$ cat config.mk
export PLATFORM = sky130hd
export DESIGN_NAME = synth_voice_allocator_with_stealing_unit
export DESIGN_NICKNAME = d
export VERILOG_FILES = /design/src/hdl/sva_pkg.sv /design/src/hdl/sva_voice_cell.sv /design/src/hdl/synth_voice_allocator_with_stealing_unit.sv
export SDC_FILE = /design/constraint.sdc
export NUM_CORES = 1
export LEC_CHECK = 0
export ABC_AREA = 1
export BUFFER_PORTS_ARGS = -buffer_cell sky130_fd_sc_hd__buf_2
export CORE_MARGIN = 10
export CORE_UTILIZATION = 35
export DETAILED_ROUTE_END_ITERATION = 10
export MAX_ROUTING_LAYER = met4
export PLACE_DENSITY_LB_ADDON = 0.3
export SKIP_LAST_GASP = 1
export SLEW_MARGIN = 20
export SYNTH_ARGS = -nofsm -noshare
export SYNTH_HDL_FRONTEND = slang
export SYNTH_SLANG_ARGS = --single-unit
$ cat constraint.sdc
create_clock -name clk -period 2.5 [get_ports clk]
set_input_delay 0 -clock clk [delete_from_list [all_inputs] [get_ports clk]]
set_output_delay 0 -clock clk [all_outputs]
set_load 0.01 [all_outputs]
$ cat src/hdl/sva_pkg.sv
// shared constants for the voice allocator
`default_nettype none
package sva_pkg;

  localparam int VOICES_DEF     = 8;
  localparam int LEVEL_BITS_DEF = 16;

  localparam int OPCODE_W = 2;
  localparam int SEL_W    = 3;
  localparam int MIDI_W   = 7;
  localparam int ENV_W    = 16;
  localparam int STATUS_W = 3;
  localparam int COUNT_W  = 4;

  localparam logic [COUNT_W-1:0] COUNT_MAX = {COUNT_W{1'b1}};

  localparam logic [OPCODE_W-1:0] OP_TRIGGER = 2'd0;
  localparam logic [OPCODE_W-1:0] OP_RELEASE = 2'd1;
  localparam logic [OPCODE_W-1:0] OP_REPORT  = 2'd2;

  localparam logic [STATUS_W-1:0] ST_FREE_GRANT = 3'd0;
  localparam logic [STATUS_W-1:0] ST_STOLEN     = 3'd1;
  localparam logic [STATUS_W-1:0] ST_DROPPED    = 3'd2;
  localparam logic [STATUS_W-1:0] ST_RELEASED   = 3'd3;
  localparam logic [STATUS_W-1:0] ST_FREED      = 3'd4;
  localparam logic [STATUS_W-1:0] ST_UPDATED    = 3'd5;
  localparam logic [STATUS_W-1:0] ST_IGNORED    = 3'd6;

endpackage
`default_nettype wire

$ cat src/hdl/sva_voice_cell.sv
// one voice slot: holds the voice flags and level, updates and forwards the scan token
`default_nettype none
module sva_voice_cell
  import sva_pkg::*;
#(
  parameter int INDEX      = 0,
  parameter int IDX_W      = 3,
  parameter int CNT_W      = 4,
  parameter int LEVEL_BITS = LEVEL_BITS_DEF,
  parameter type tok_t     = logic,
  parameter type cmd_t     = logic
) (
  input  wire  clk,
  input  wire  rst,
  input  cmd_t cmd,
  input  tok_t tok_in,
  output tok_t tok_out
);

  logic                  en;
  logic                  rl;
  logic [LEVEL_BITS-1:0] lv;
  logic                  en_next;
  logic                  rl_next;
  logic [LEVEL_BITS-1:0] lv_next;
  tok_t                  tok_next;
  logic                  sel_hit;

  assign sel_hit = (int'(cmd.sel) == INDEX);

  always_comb begin
    en_next  = en;
    rl_next  = rl;
    lv_next  = lv;
    tok_next = tok_in;
    if (tok_in.valid) begin
      case (cmd.op)
        OP_TRIGGER: begin
          if (!en && !tok_in.found) begin
            en_next         = 1'b1;
            rl_next         = 1'b0;
            lv_next         = '0;
            tok_next.found  = 1'b1;
            tok_next.voice  = IDX_W'(INDEX);
            tok_next.status = ST_FREE_GRANT;
          end else if (en && rl && (!tok_in.cand || lv <= tok_in.best_lvl)) begin
            tok_next.cand     = 1'b1;
            tok_next.best_idx = IDX_W'(INDEX);
            tok_next.best_lvl = lv;
          end
        end
        OP_RELEASE: begin
          if (sel_hit && en) begin
            rl_next         = 1'b1;
            tok_next.found  = 1'b1;
            tok_next.voice  = IDX_W'(INDEX);
            tok_next.status = ST_RELEASED;
          end
        end
        OP_REPORT: begin
          if (sel_hit && en) begin
            lv_next        = cmd.lvl;
            tok_next.found = 1'b1;
            tok_next.voice = IDX_W'(INDEX);
            if (cmd.idle) begin
              en_next         = 1'b0;
              rl_next         = 1'b0;
              tok_next.status = ST_FREED;
            end else begin
              tok_next.status = ST_UPDATED;
            end
          end
        end
        default: begin
        end
      endcase
      tok_next.act = tok_in.act + CNT_W'(en_next);
      tok_next.rel = tok_in.rel + CNT_W'(en_next & rl_next);
    end
    // steal commit after the scan has finished
    if (cmd.steal && cmd.steal_idx == IDX_W'(INDEX)) begin
      en_next = 1'b1;
      rl_next = 1'b0;
      lv_next = '0;
    end
  end

  always_ff @(posedge clk) begin
    if (rst) begin
      en      <= 1'b0;
      rl      <= 1'b0;
      lv      <= '0;
      tok_out <= '0;
    end else begin
      en      <= en_next;
      rl      <= rl_next;
      lv      <= lv_next;
      tok_out <= tok_next;
    end
  end

endmodule
`default_nettype wire

$ cat src/hdl/synth_voice_allocator_with_stealing_unit.sv
// voice allocator top level: event capture, cell chain, steal commit and result register
// Each accepted event sends a scan token down a chain of VOICES cells, one cell per cycle;
// every cell applies the event to its own voice and adds to the running counts. A trigger
// takes the first free voice on the way; if none is free, the quietest releasing voice
// (highest index on a tie) is stolen in the cycle after the token leaves the chain. The result
// is presented once the token has rippled through the chain (and the steal state, if any, has
// passed). A new event is taken only once the previous result has entered the output register;
// the result may wait there while the next one is scanned.
`default_nettype none
module synth_voice_allocator_with_stealing_unit
  import sva_pkg::*;
#(
  parameter int VOICES     = VOICES_DEF,
  parameter int LEVEL_BITS = LEVEL_BITS_DEF
) (
  input  wire                 clk,
  input  wire                 rst,
  input  wire                 in_valid,
  output logic                in_stall,
  input  wire  [OPCODE_W-1:0] opcode,
  input  wire  [SEL_W-1:0]    voice_sel,
  input  wire  [MIDI_W-1:0]   note_key,
  input  wire  [MIDI_W-1:0]   note_velocity,
  input  wire  [ENV_W-1:0]    env_level,
  input  wire                 env_idle,
  output logic                out_valid,
  input  wire                 out_stall,
  output logic [STATUS_W-1:0] status,
  output logic [SEL_W-1:0]    granted_voice,
  output logic [MIDI_W-1:0]   out_key,
  output logic [MIDI_W-1:0]   out_velocity,
  output logic [COUNT_W-1:0]  active_count,
  output logic [COUNT_W-1:0]  releasing_count
);

  localparam int IDX_W = (VOICES > 1) ? $clog2(VOICES) : 1;
  localparam int CNT_W = $clog2(VOICES + 1);

  localparam logic [1:0] S_IDLE  = 2'd0;
  localparam logic [1:0] S_SCAN  = 2'd1;
  localparam logic [1:0] S_STEAL = 2'd2;
  localparam logic [1:0] S_OUT   = 2'd3;

  typedef struct packed {
    logic                  valid;
    logic                  found;
    logic [IDX_W-1:0]      voice;
    logic [STATUS_W-1:0]   status;
    logic                  cand;
    logic [IDX_W-1:0]      best_idx;
    logic [LEVEL_BITS-1:0] best_lvl;
    logic [CNT_W-1:0]      act;
    logic [CNT_W-1:0]      rel;
  } voice_tok_t;

  typedef struct packed {
    logic [OPCODE_W-1:0]   op;
    logic [SEL_W-1:0]      sel;
    logic [LEVEL_BITS-1:0] lvl;
    logic                  idle;
    logic                  steal;
    logic [IDX_W-1:0]      steal_idx;
  } voice_cmd_t;

  logic [1:0]            state;
  logic [1:0]            state_next;
  logic [OPCODE_W-1:0]   op_hold;
  logic [SEL_W-1:0]      sel_hold;
  logic [MIDI_W-1:0]     key_hold;
  logic [MIDI_W-1:0]     vel_hold;
  logic [LEVEL_BITS-1:0] lvl_hold;
  logic                  idle_hold;
  logic                  inject;
  voice_tok_t            fin;
  voice_tok_t            fin_next;
  voice_tok_t            chain [VOICES+1];
  voice_cmd_t            cmd;
  logic                  in_xfer;
  logic                  out_load;
  logic                  granted;

  assign in_stall = (state != S_IDLE);
  assign in_xfer  = in_valid && !in_stall;
  assign out_load = (state == S_OUT) && (!out_valid || !out_stall);
  assign granted  = (fin.status == ST_FREE_GRANT) || (fin.status == ST_STOLEN);

  assign chain[0] = '{valid: inject, status: ST_IGNORED, default: '0};

  always_comb begin
    cmd.op        = op_hold;
    cmd.sel       = sel_hold;
    cmd.lvl       = lvl_hold;
    cmd.idle      = idle_hold;
    cmd.steal     = (state == S_STEAL);
    cmd.steal_idx = fin.best_idx;
  end

  for (genvar i = 0; i < VOICES; i++) begin : g_cell
    sva_voice_cell #(
      .INDEX      (i),
      .IDX_W      (IDX_W),
      .CNT_W      (CNT_W),
      .LEVEL_BITS (LEVEL_BITS),
      .tok_t      (voice_tok_t),
      .cmd_t      (voice_cmd_t)
    ) u_cell (
      .clk     (clk),
      .rst     (rst),
      .cmd     (cmd),
      .tok_in  (chain[i]),
      .tok_out (chain[i+1])
    );
  end

  always_comb begin
    state_next = state;
    fin_next   = fin;
    unique case (state)
      S_IDLE: begin
        if (in_xfer) begin
          state_next = S_SCAN;
        end
      end
      S_SCAN: begin
        if (chain[VOICES].valid) begin
          fin_next   = chain[VOICES];
          state_next = S_OUT;
          if (op_hold == OP_TRIGGER && !chain[VOICES].found) begin
            if (chain[VOICES].cand) begin
              state_next = S_STEAL;
            end else begin
              fin_next.status = ST_DROPPED;
              fin_next.voice  = '0;
            end
          end
        end
      end
      S_STEAL: begin
        fin_next.found  = 1'b1;
        fin_next.status = ST_STOLEN;
        fin_next.voice  = fin.best_idx;
        fin_next.rel    = fin.rel - CNT_W'(1);
        state_next      = S_OUT;
      end
      S_OUT: begin
        if (out_load) begin
          state_next = S_IDLE;
        end
      end
      default: begin
        state_next = S_IDLE;
      end
    endcase
  end

  always_ff @(posedge clk) begin
    if (rst) begin
      state     <= S_IDLE;
      inject    <= 1'b0;
      out_valid <= 1'b0;
    end else begin
      state  <= state_next;
      inject <= in_xfer;
      if (out_load) begin
        out_valid <= 1'b1;
      end else if (!out_stall) begin
        out_valid <= 1'b0;
      end
    end
  end

  always_ff @(posedge clk) begin
    fin <= fin_next;
    if (in_xfer) begin
      op_hold   <= opcode;
      sel_hold  <= voice_sel;
      key_hold  <= note_key;
      vel_hold  <= note_velocity;
      lvl_hold  <= LEVEL_BITS'(env_level);
      idle_hold <= env_idle;
    end
    if (out_load) begin
      status          <= fin.status;
      granted_voice   <= SEL_W'(fin.voice);
      out_key         <= granted ? key_hold : '0;
      out_velocity    <= granted ? vel_hold : '0;
      active_count    <= (int'(fin.act) > int'(COUNT_MAX)) ? COUNT_MAX : COUNT_W'(fin.act);
      releasing_count <= (int'(fin.rel) > int'(COUNT_MAX)) ? COUNT_MAX : COUNT_W'(fin.rel);
    end
  end

endmodule
`default_nettype wire
# [After elaboration in Yosys (flattened, before gate mapping)]
# Index checks and enable logic that the tools add are counted.
[word_totals] n_memories=0 mem_bits_ro=0 elab_cells=512 latchBits=0 output_inout_bits=30 register_bits=534 in_bits=40 mem_bits_rw=0
[op_classes] bitwise=12 multipliers=0 n_lt_le_gt_ge=7 eq_ne=40 shifts=0 div=0 addsub=15 n_mux=205 reduce_logical=113
[op_table] operator="$mux W20" count=24
[op_table] operator="$mux W16" count=16
[op_table] operator="$pmux W16 S2" count=8
[op_table] operator="$mux W35" count=7
[op_table] operator="$mux W7" count=24
[op_table] operator="$pmux W7 S3" count=8
[op_table] operator="$le A16 B16 Y1" count=7
[op_table] operator="$mux W1" count=92
[op_table] operator="$logic_and A1 B1 Y1" count=41
[op_table] operator="$mux W34" count=1
[op_table] operator="$ne A2 B1 Y1 const B" count=17
[op_table] operator="$reduce_and A4 Y1" count=8
[op_table] operator="$mux W31" count=1
[op_table] operator="$add A4 B1 Y4" count=7
[op_table] operator="$add A4 B4 Y4" count=7
[op_table] operator="$logic_not A1 Y1" count=25
[op_table] operator="$eq A3 B3 Y1 const B" count=8
[op_table] operator="$pmux W1 S3" count=8
[op_table] operator="$reduce_bool A2 Y1" count=11
[op_table] operator="$reduce_or A2 Y1" count=9
[op_table] operator="$pmux W1 S2" count=8
[op_table] operator="$eq A3 B2 Y1 const B" count=4
[op_table] operator="$mux W6" count=2
[op_table] operator="$pmux W6 S2" count=1
[op_table] operator="other kinds (17)" count=48

# [Longest topological paths before layout]
[depth] word_depth=8 mapped_depth=16 depth_no_buf=15

# [Hierarchy]
# A second synthesis with hierarchy kept.
[unflattened] hier_cells=3160 area_unflattened_um2=25336.8
[modules_own_cells] module="sva_voice_cell (g_cell[1].u_cell ...)" area_per_inst_um2=2831.5 instances=2 seq_area_each_um2=1081.0 cells_per_inst=367
[modules_own_cells] module="synth_voice_allocator_with_stealing_unit" area_per_inst_um2=3031.7 instances=1 seq_area_each_um2=2512.4 cells_per_inst=189
[modules_own_cells] module="sva_voice_cell (g_cell[5].u_cell)" area_per_inst_um2=2824.0 instances=1 seq_area_each_um2=1081.0 cells_per_inst=369
[modules_own_cells] module="sva_voice_cell (g_cell[3].u_cell)" area_per_inst_um2=2812.7 instances=1 seq_area_each_um2=1081.0 cells_per_inst=370
[modules_own_cells] module="sva_voice_cell (g_cell[0].u_cell)" area_per_inst_um2=2802.7 instances=1 seq_area_each_um2=1081.0 cells_per_inst=379
[modules_own_cells] module="sva_voice_cell (g_cell[6].u_cell)" area_per_inst_um2=2758.9 instances=1 seq_area_each_um2=1081.0 cells_per_inst=376
[modules_own_cells] module="sva_voice_cell (g_cell[7].u_cell)" area_per_inst_um2=2726.4 instances=1 seq_area_each_um2=1081.0 cells_per_inst=372
[modules_own_cells] module="sva_voice_cell (g_cell[4].u_cell)" area_per_inst_um2=2717.6 instances=1 seq_area_each_um2=1081.0 cells_per_inst=371

# [Least setup slack after synthesis]
# Ideal clock, no wire load.
[synth_timing] kind="reg-to-reg" start="register state[0]" end="register active_count[0] (enable)" required_ns=2.078 arrival_time_ns=1.962 stages_incl_launch_ff=4 synth_period_minus_slack_ns=2.385 path_buffers=0 setup_ns=0.422 path_slack_ns=0.115 path_cell_list="dfxtp_1 -> ha_1 -> inv_1 -> a21oi_1"
[synth_via] elab_chain_len=2
[synth_lines] item="start, declared" line="synth_voice_allocator_with_stealing_unit.sv:65" text="logic [1:0] state;"
[synth_lines] item="start signal, assigned" line="synth_voice_allocator_with_stealing_unit.sv:162" text="state <= state_next;"
[synth_lines] item="$eq A2 B2 Y1" line="synth_voice_allocator_with_stealing_unit.sv:84" text="assign out_load = (state == S_OUT) && (!out_valid || !out_stall);"
[synth_lines] item="$logic_and A1 B1 Y1" line="synth_voice_allocator_with_stealing_unit.sv:84"
[synth_lines] item="net out_load" line="synth_voice_allocator_with_stealing_unit.sv:79" text="logic out_load;"
[synth_lines] item="end signal, assigned" line="synth_voice_allocator_with_stealing_unit.sv:187" text="active_count <= (int'(fin.act) > int'(COUNT_MAX)) ? COUNT_MAX : COUNT_W'(fin.act);"
[synth_lines] item="end, declared" line="synth_voice_allocator_with_stealing_unit.sv:32" text="output logic [COUNT_W-1:0] active_count,"
# The timed path passes the listed nets, and every way through them passes these cells.
# A chain may end at the register's enable or synchronous reset.

# [Final worst setup path]
[layout_timing] start="register op_hold[0]" end="register g_cell[6].u_cell.lv[2]"
[layout_via] elab_chain_len=3 elab_cells_between_ends=7 cone_classes="eq/ne: 3; mux: 1; reduce/logical: 3"
[layout_lines] item="start, declared" line="synth_voice_allocator_with_stealing_unit.sv:67" text="logic [OPCODE_W-1:0] op_hold;"
[layout_lines] item="start signal, assigned" line="synth_voice_allocator_with_stealing_unit.sv:175" text="op_hold <= opcode;"
[layout_lines] item="$eq A2 B2 Y1 / $logic_not A2 Y1 (equally long branches)" line="sva_voice_cell.sv:37" text="case (cmd.op)"
[layout_lines] item="$ne A2 B1 Y1 (no line) / $reduce_bool A2 Y1 (equally long branches)"
[layout_lines] item="$reduce_and A4 Y1 (no line)"
[layout_lines] item="end signal, assigned" line="sva_voice_cell.sv:97" text="lv <= lv_next;"
[layout_lines] item="end, declared" line="sva_voice_cell.sv:22" text="logic [LEVEL_BITS-1:0] lv;"
# Several ways; a longest one is shown, not always the timed one.

==> impl_metrics.py <==
metrics = {
    "timing": {
        "worst-slew-pin-transition_ns": 0.581,
        "final_report_max_slew_violation_count": 0,
        "timing.final.crit_share_pct": 92.5,
        "setup_slack_ns": 0.188,
        "finalSetupTns_ns": 0,
        "setup_viol": 0,
        "unrepaired_setup_endpoints_after_global_routing": "yes",
        "min_period_ns": 2.31,
        "hold_viol": 0,
        "fmaxAchievable_mhz": 433,
        "maxSlewHeadroom_pct": 61.1,
        "finClkSkew_ns": 0.0180,
    },
    "drt": {
        "detailedRoute.firstIterationViolations": 1144,
        "totalWireLength_um": 56600,
        "vias_post_dr": 17900,
        "drcViolationCount": 0,
        "wl_per_cell_um": 15.6,
        "antenna_left": 0,
        "detail_routed_via_count_per_cell": 4.93,
        "detail_route.first_pass.iterations": 6,
    },
    "placed_design": {
        "worst_setup_slack_post_dpl_ns": 0.140,
        "placed_cells": 3495,
        "dp_hpwl_um": 40900,
        "portBuffers": 69,
        "area_post_placement_sq_mm": 0.0230,
        "gpl.final_weighted_congestion": 0.898,
    },
    "logic_synthesis": {
        "yosysWarnings": 0,
        "synth_nets": 2871,
        "synth_ff_type": "sky130_fd_sc_hd__dfxtp_1",
        "seq_area_frac_synth_pct": 47.7,
        "async_reset_ff_share_pct": 0,
        "post_synth.cell_area_avg_sq_um": 8.05,
        "synth.distinct_cells": 52,
        "netlist_area_before_placement_sq_mm": 0.0216,
        "synth-edff-count": 81,
        "syn-instance-count": 2687,
        "ys_ff_latch": 475,
    },
    "cells_and_area": {
        "most_frequent_cells_in_the_layout": "sky130_fd_sc_hd__dfxtp_1, sky130_fd_sc_hd__nand2_1, sky130_fd_sc_hd__inv_1",
        "antennaDiodeCount": 0,
        "layout.cells.most_common": "sky130_fd_sc_hd__dfxtp_1",
        "final-instance-count-excl-fill": 3634,
        "post_route_cells_drive_above_1_share_pct": 10.9,
        "area_growth_pct": 16.9,
        "nNetsFinal": 2986,
        "stdcell_area_sq_mm": 0.0253,
    },
    "min_path": {
        "min_delay_worst_endpoint": "lvl_hold[9]",
        "hp-class": "input port to register",
        "holdPathStages": 2,
        "min-delay-start": "env_level[9]",
    },
    "clock_tree": {
        "tritoncts": "built",
        "clk_path_buf_depth": 3,
        "cts_root_buf": "sky130_fd_sc_hd__clkbuf_16",
        "tritoncts.num_buffers": 50,
        "clock_sinks": 475,
        "post_cts_clock_slew_at_the_launch_and_capture_registers_of_the_worst_setup_and_hold_paths_ns": 0.06,
        "clock_insertion_delay_at_the_later_pin_of_the_skew_report_ns": 0.60,
        "clock_tree.htree_level_count": 2,
    },
    "floorplan": {
        "rows": 91,
        "initial_utilization_pct": 35.2,
        "io-pin-count": 70,
        "die_x_um": 269,
        "core_region_area_sq_mm": 0.0615,
        "die_area_sq_mm": 0.0721,
        "fp.dieH_um": 269,
    },
    "global_routing": {
        "grt_start_max_net_pins": 92,
        "grt_first_pass_wirelength_um": 90600,
        "grt_use_total_pct": 16.0,
        "vias_in_the_first_global_route": 17400,
        "grt_antenna_before_repair": 0,
        "globalRoute.totalOverflow": 0,
    },
    "power_and_ir_drop": {
        "largest_vdd_supply_drop_uv": 390,
        "leakage_nw": 10.5,
        "power.density_cell_area_mw_per_mm2": 735,
    },
    "critical_path": {
        "endpoint_kind": "register",
        "classification_of_the_worst_setup_path": "register to register",
        "worstReg2RegEnd": "g_cell[6].u_cell.lv[2]",
        "cp_slowest_cell": "sky130_fd_sc_hd__edfxtp_1",
        "critical-path-top-cell-by-count": "sky130_fd_sc_hd__a21oi_1",
        "timing.rr.start": "op_hold[0]",
        "cpPeakStageDelay_ns": 0.52,
        "r2r_slack_ns": 0.19,
        "number_of_cells_traversed_by_the_worst_register_to_register_path": 9,
        "setup.worst_path.start_class": "register",
        "path_max_fanout": 27,
        "critical_path.cell_chain": "inv_4, nand2_4, inv_2, a21oi_1, nand2_1, buf_4, inv_1, o21ai_0, a21oi_1",
        "timing.critical_path.arrival_ns": 2.78,
        "critical_path_required_ns": 2.97,
    },
    "run_status": {
        "status": "finished, final reports clean",
    },
    "flow_run": {
        "maxCapViolations": 0,
    },
}
[power by group]
group | internal, mW | total [mW] | leakage (nW) | switching [mW]
Combinational | 0.644 | 2.17 | 5.74 | 1.53
Clock | 4.89 | 8.00 | 0.859 | 3.11
Sequential | 8.23 | 8.42 | 3.93 | 0.187
[synth_stat cells, types with 2 or more instances]
master,number,area [sq um]
sky130_fd_sc_hd__a21oi_2,14,123
sky130_fd_sc_hd__edfxtp_1,81,2430
sky130_fd_sc_hd__ha_1,144,1800
sky130_fd_sc_hd__nor3_4,5,81.3
sky130_fd_sc_hd__nor2_2,4,25.0
sky130_fd_sc_hd__nor3_2,3,30.0
sky130_fd_sc_hd__buf_1,6,22.5
sky130_fd_sc_hd__or2_2,2,12.5
sky130_fd_sc_hd__o211ai_1,10,75.1
sky130_fd_sc_hd__a31o_2,2,17.5
sky130_fd_sc_hd__inv_1,379,1420
sky130_fd_sc_hd__nand2_2,5,31.3
sky130_fd_sc_hd__nor2_1,352,1320
sky130_fd_sc_hd__nor3_1,12,60.1
sky130_fd_sc_hd__inv_2,22,82.6
sky130_fd_sc_hd__buf_6,5,56.3
sky130_fd_sc_hd__a21oi_1,297,1490
sky130_fd_sc_hd__o21bai_1,3,22.5
sky130_fd_sc_hd__o21a_1,13,97.6
sky130_fd_sc_hd__buf_2,34,170
sky130_fd_sc_hd__o21ai_1,19,95.1
sky130_fd_sc_hd__a21boi_1,3,22.5
sky130_fd_sc_hd__o21ai_0,191,956
sky130_fd_sc_hd__o22ai_1,2,12.5
sky130_fd_sc_hd__a21boi_0,2,15.0
sky130_fd_sc_hd__a21o_1,6,45.0
sky130_fd_sc_hd__nand4_1,18,113
sky130_fd_sc_hd__a31oi_1,3,18.8
sky130_fd_sc_hd__nand2_1,390,1460
sky130_fd_sc_hd__o21ai_2,2,17.5
sky130_fd_sc_hd__a211oi_2,26,325
sky130_fd_sc_hd__o31ai_1,2,15.0
sky130_fd_sc_hd__a22oi_1,3,22.5
sky130_fd_sc_hd__buf_4,13,97.6
sky130_fd_sc_hd__a211oi_1,11,82.6
sky130_fd_sc_hd__nor4_4,3,63.8
sky130_fd_sc_hd__clkinv_1,3,11.3
sky130_fd_sc_hd__dfxtp_1,394,7890
sky130_fd_sc_hd__clkbuf_1,53,199
sky130_fd_sc_hd__nand3_1,138,691
[worst max-delay path by stage]
stage                     start                           end  slack [ns]
floorplan              state[0]               active_count[0]        0.12
global placement     op_hold[0]   g_cell[7].u_cell.tok_out[1]        0.17
detailed placement   op_hold[0]  g_cell[5].u_cell.tok_out[25]        0.14
CTS                  op_hold[0]  g_cell[5].u_cell.tok_out[25]        0.12
global route        sel_hold[1]   g_cell[5].u_cell.tok_out[1]       -0.04
finish               op_hold[0]        g_cell[6].u_cell.lv[2]        0.19
[state kept, by name, indices dropped and copies added (netlist names)]
signal and flops:
active_count 4, cmd 3, fin 14, g_cell.u_cell.en 8, g_cell.u_cell.lv 128, g_cell.u_cell.rl 8, g_cell.u_cell.tok_out 246, granted_voice 3
idle_hold 1, inject 1, key_hold 7, lvl_hold 16, op_hold 2, out_key 7, out_valid 1, out_velocity 7
releasing_count 4, sel_hold 3, state 2, status 3, vel_hold 7
[layer usage]
layer  vias up  part of all wire (%)  global-route usage (%)
met5         -                     0                       -
met4         0                   2.2                    4.99
met3        87                   4.7                    2.08
met2       402                    49                    27.1
met1      8409                    44                    19.7
li1       9013                     -                       -
[kinds of logic (layout without fill, tap and decap cells)]
kind of cell | count (synthesis) | count (layout) | synth area share, %
AND/OR/NAND/NOR | 936 | 936 | 18.2
AO/OA/AOI/OAI | 614 | 614 | 16.2
buffers and inverters | 517 | 674 | 9.58
flip-flops | 475 | 475 | 47.7
adder cells (fa/ha/maj) | 144 | 144 | 8.33
XOR/XNOR | 1 | 1 | 0.0405
[through the flow]
step / utilization [%] / hold WS, ns / total power, mW
global route: 41.1 / 0.103 / 19.4
detailed placement: 37.5 / 0.178 / 10.7
global placement: 37.5 / 0.176 / 10.6
finish: 41.1 / 0.115 / 18.6
floorplan: - / 0.0989 / 9.86
CTS: 41.0 / 0.0790 / 18.8
[final cells by class]
type	count	area (sq um)
sequential	475	10300
multi-input combinational	1695	9260
tap	790	988
clock inverter	22	297
clock buffer	72	1500
fill	6094	36200
timing repair buffer	175	1390
inverter	405	1530
[worst max-delay path: cells and delay by family, from the launching register on]
family / cells / cell delay, ns
AOI/OAI and AO/OA: 3 / 0.35
buffers and inverters: 4 / 0.94
DFF: 1 / 0.52
and+or+nand+nor: 2 / 0.34
[timing repair]
action / CTS / global route
hold buffers: 41 / 0
setup endpoints to repair: 0 / 40
hold endpoints to repair: 157 / 0
resized for setup: 0 / 4
buffers inserted: 0 / 4
No activity file was read; power rests on OpenSTA's default activity.
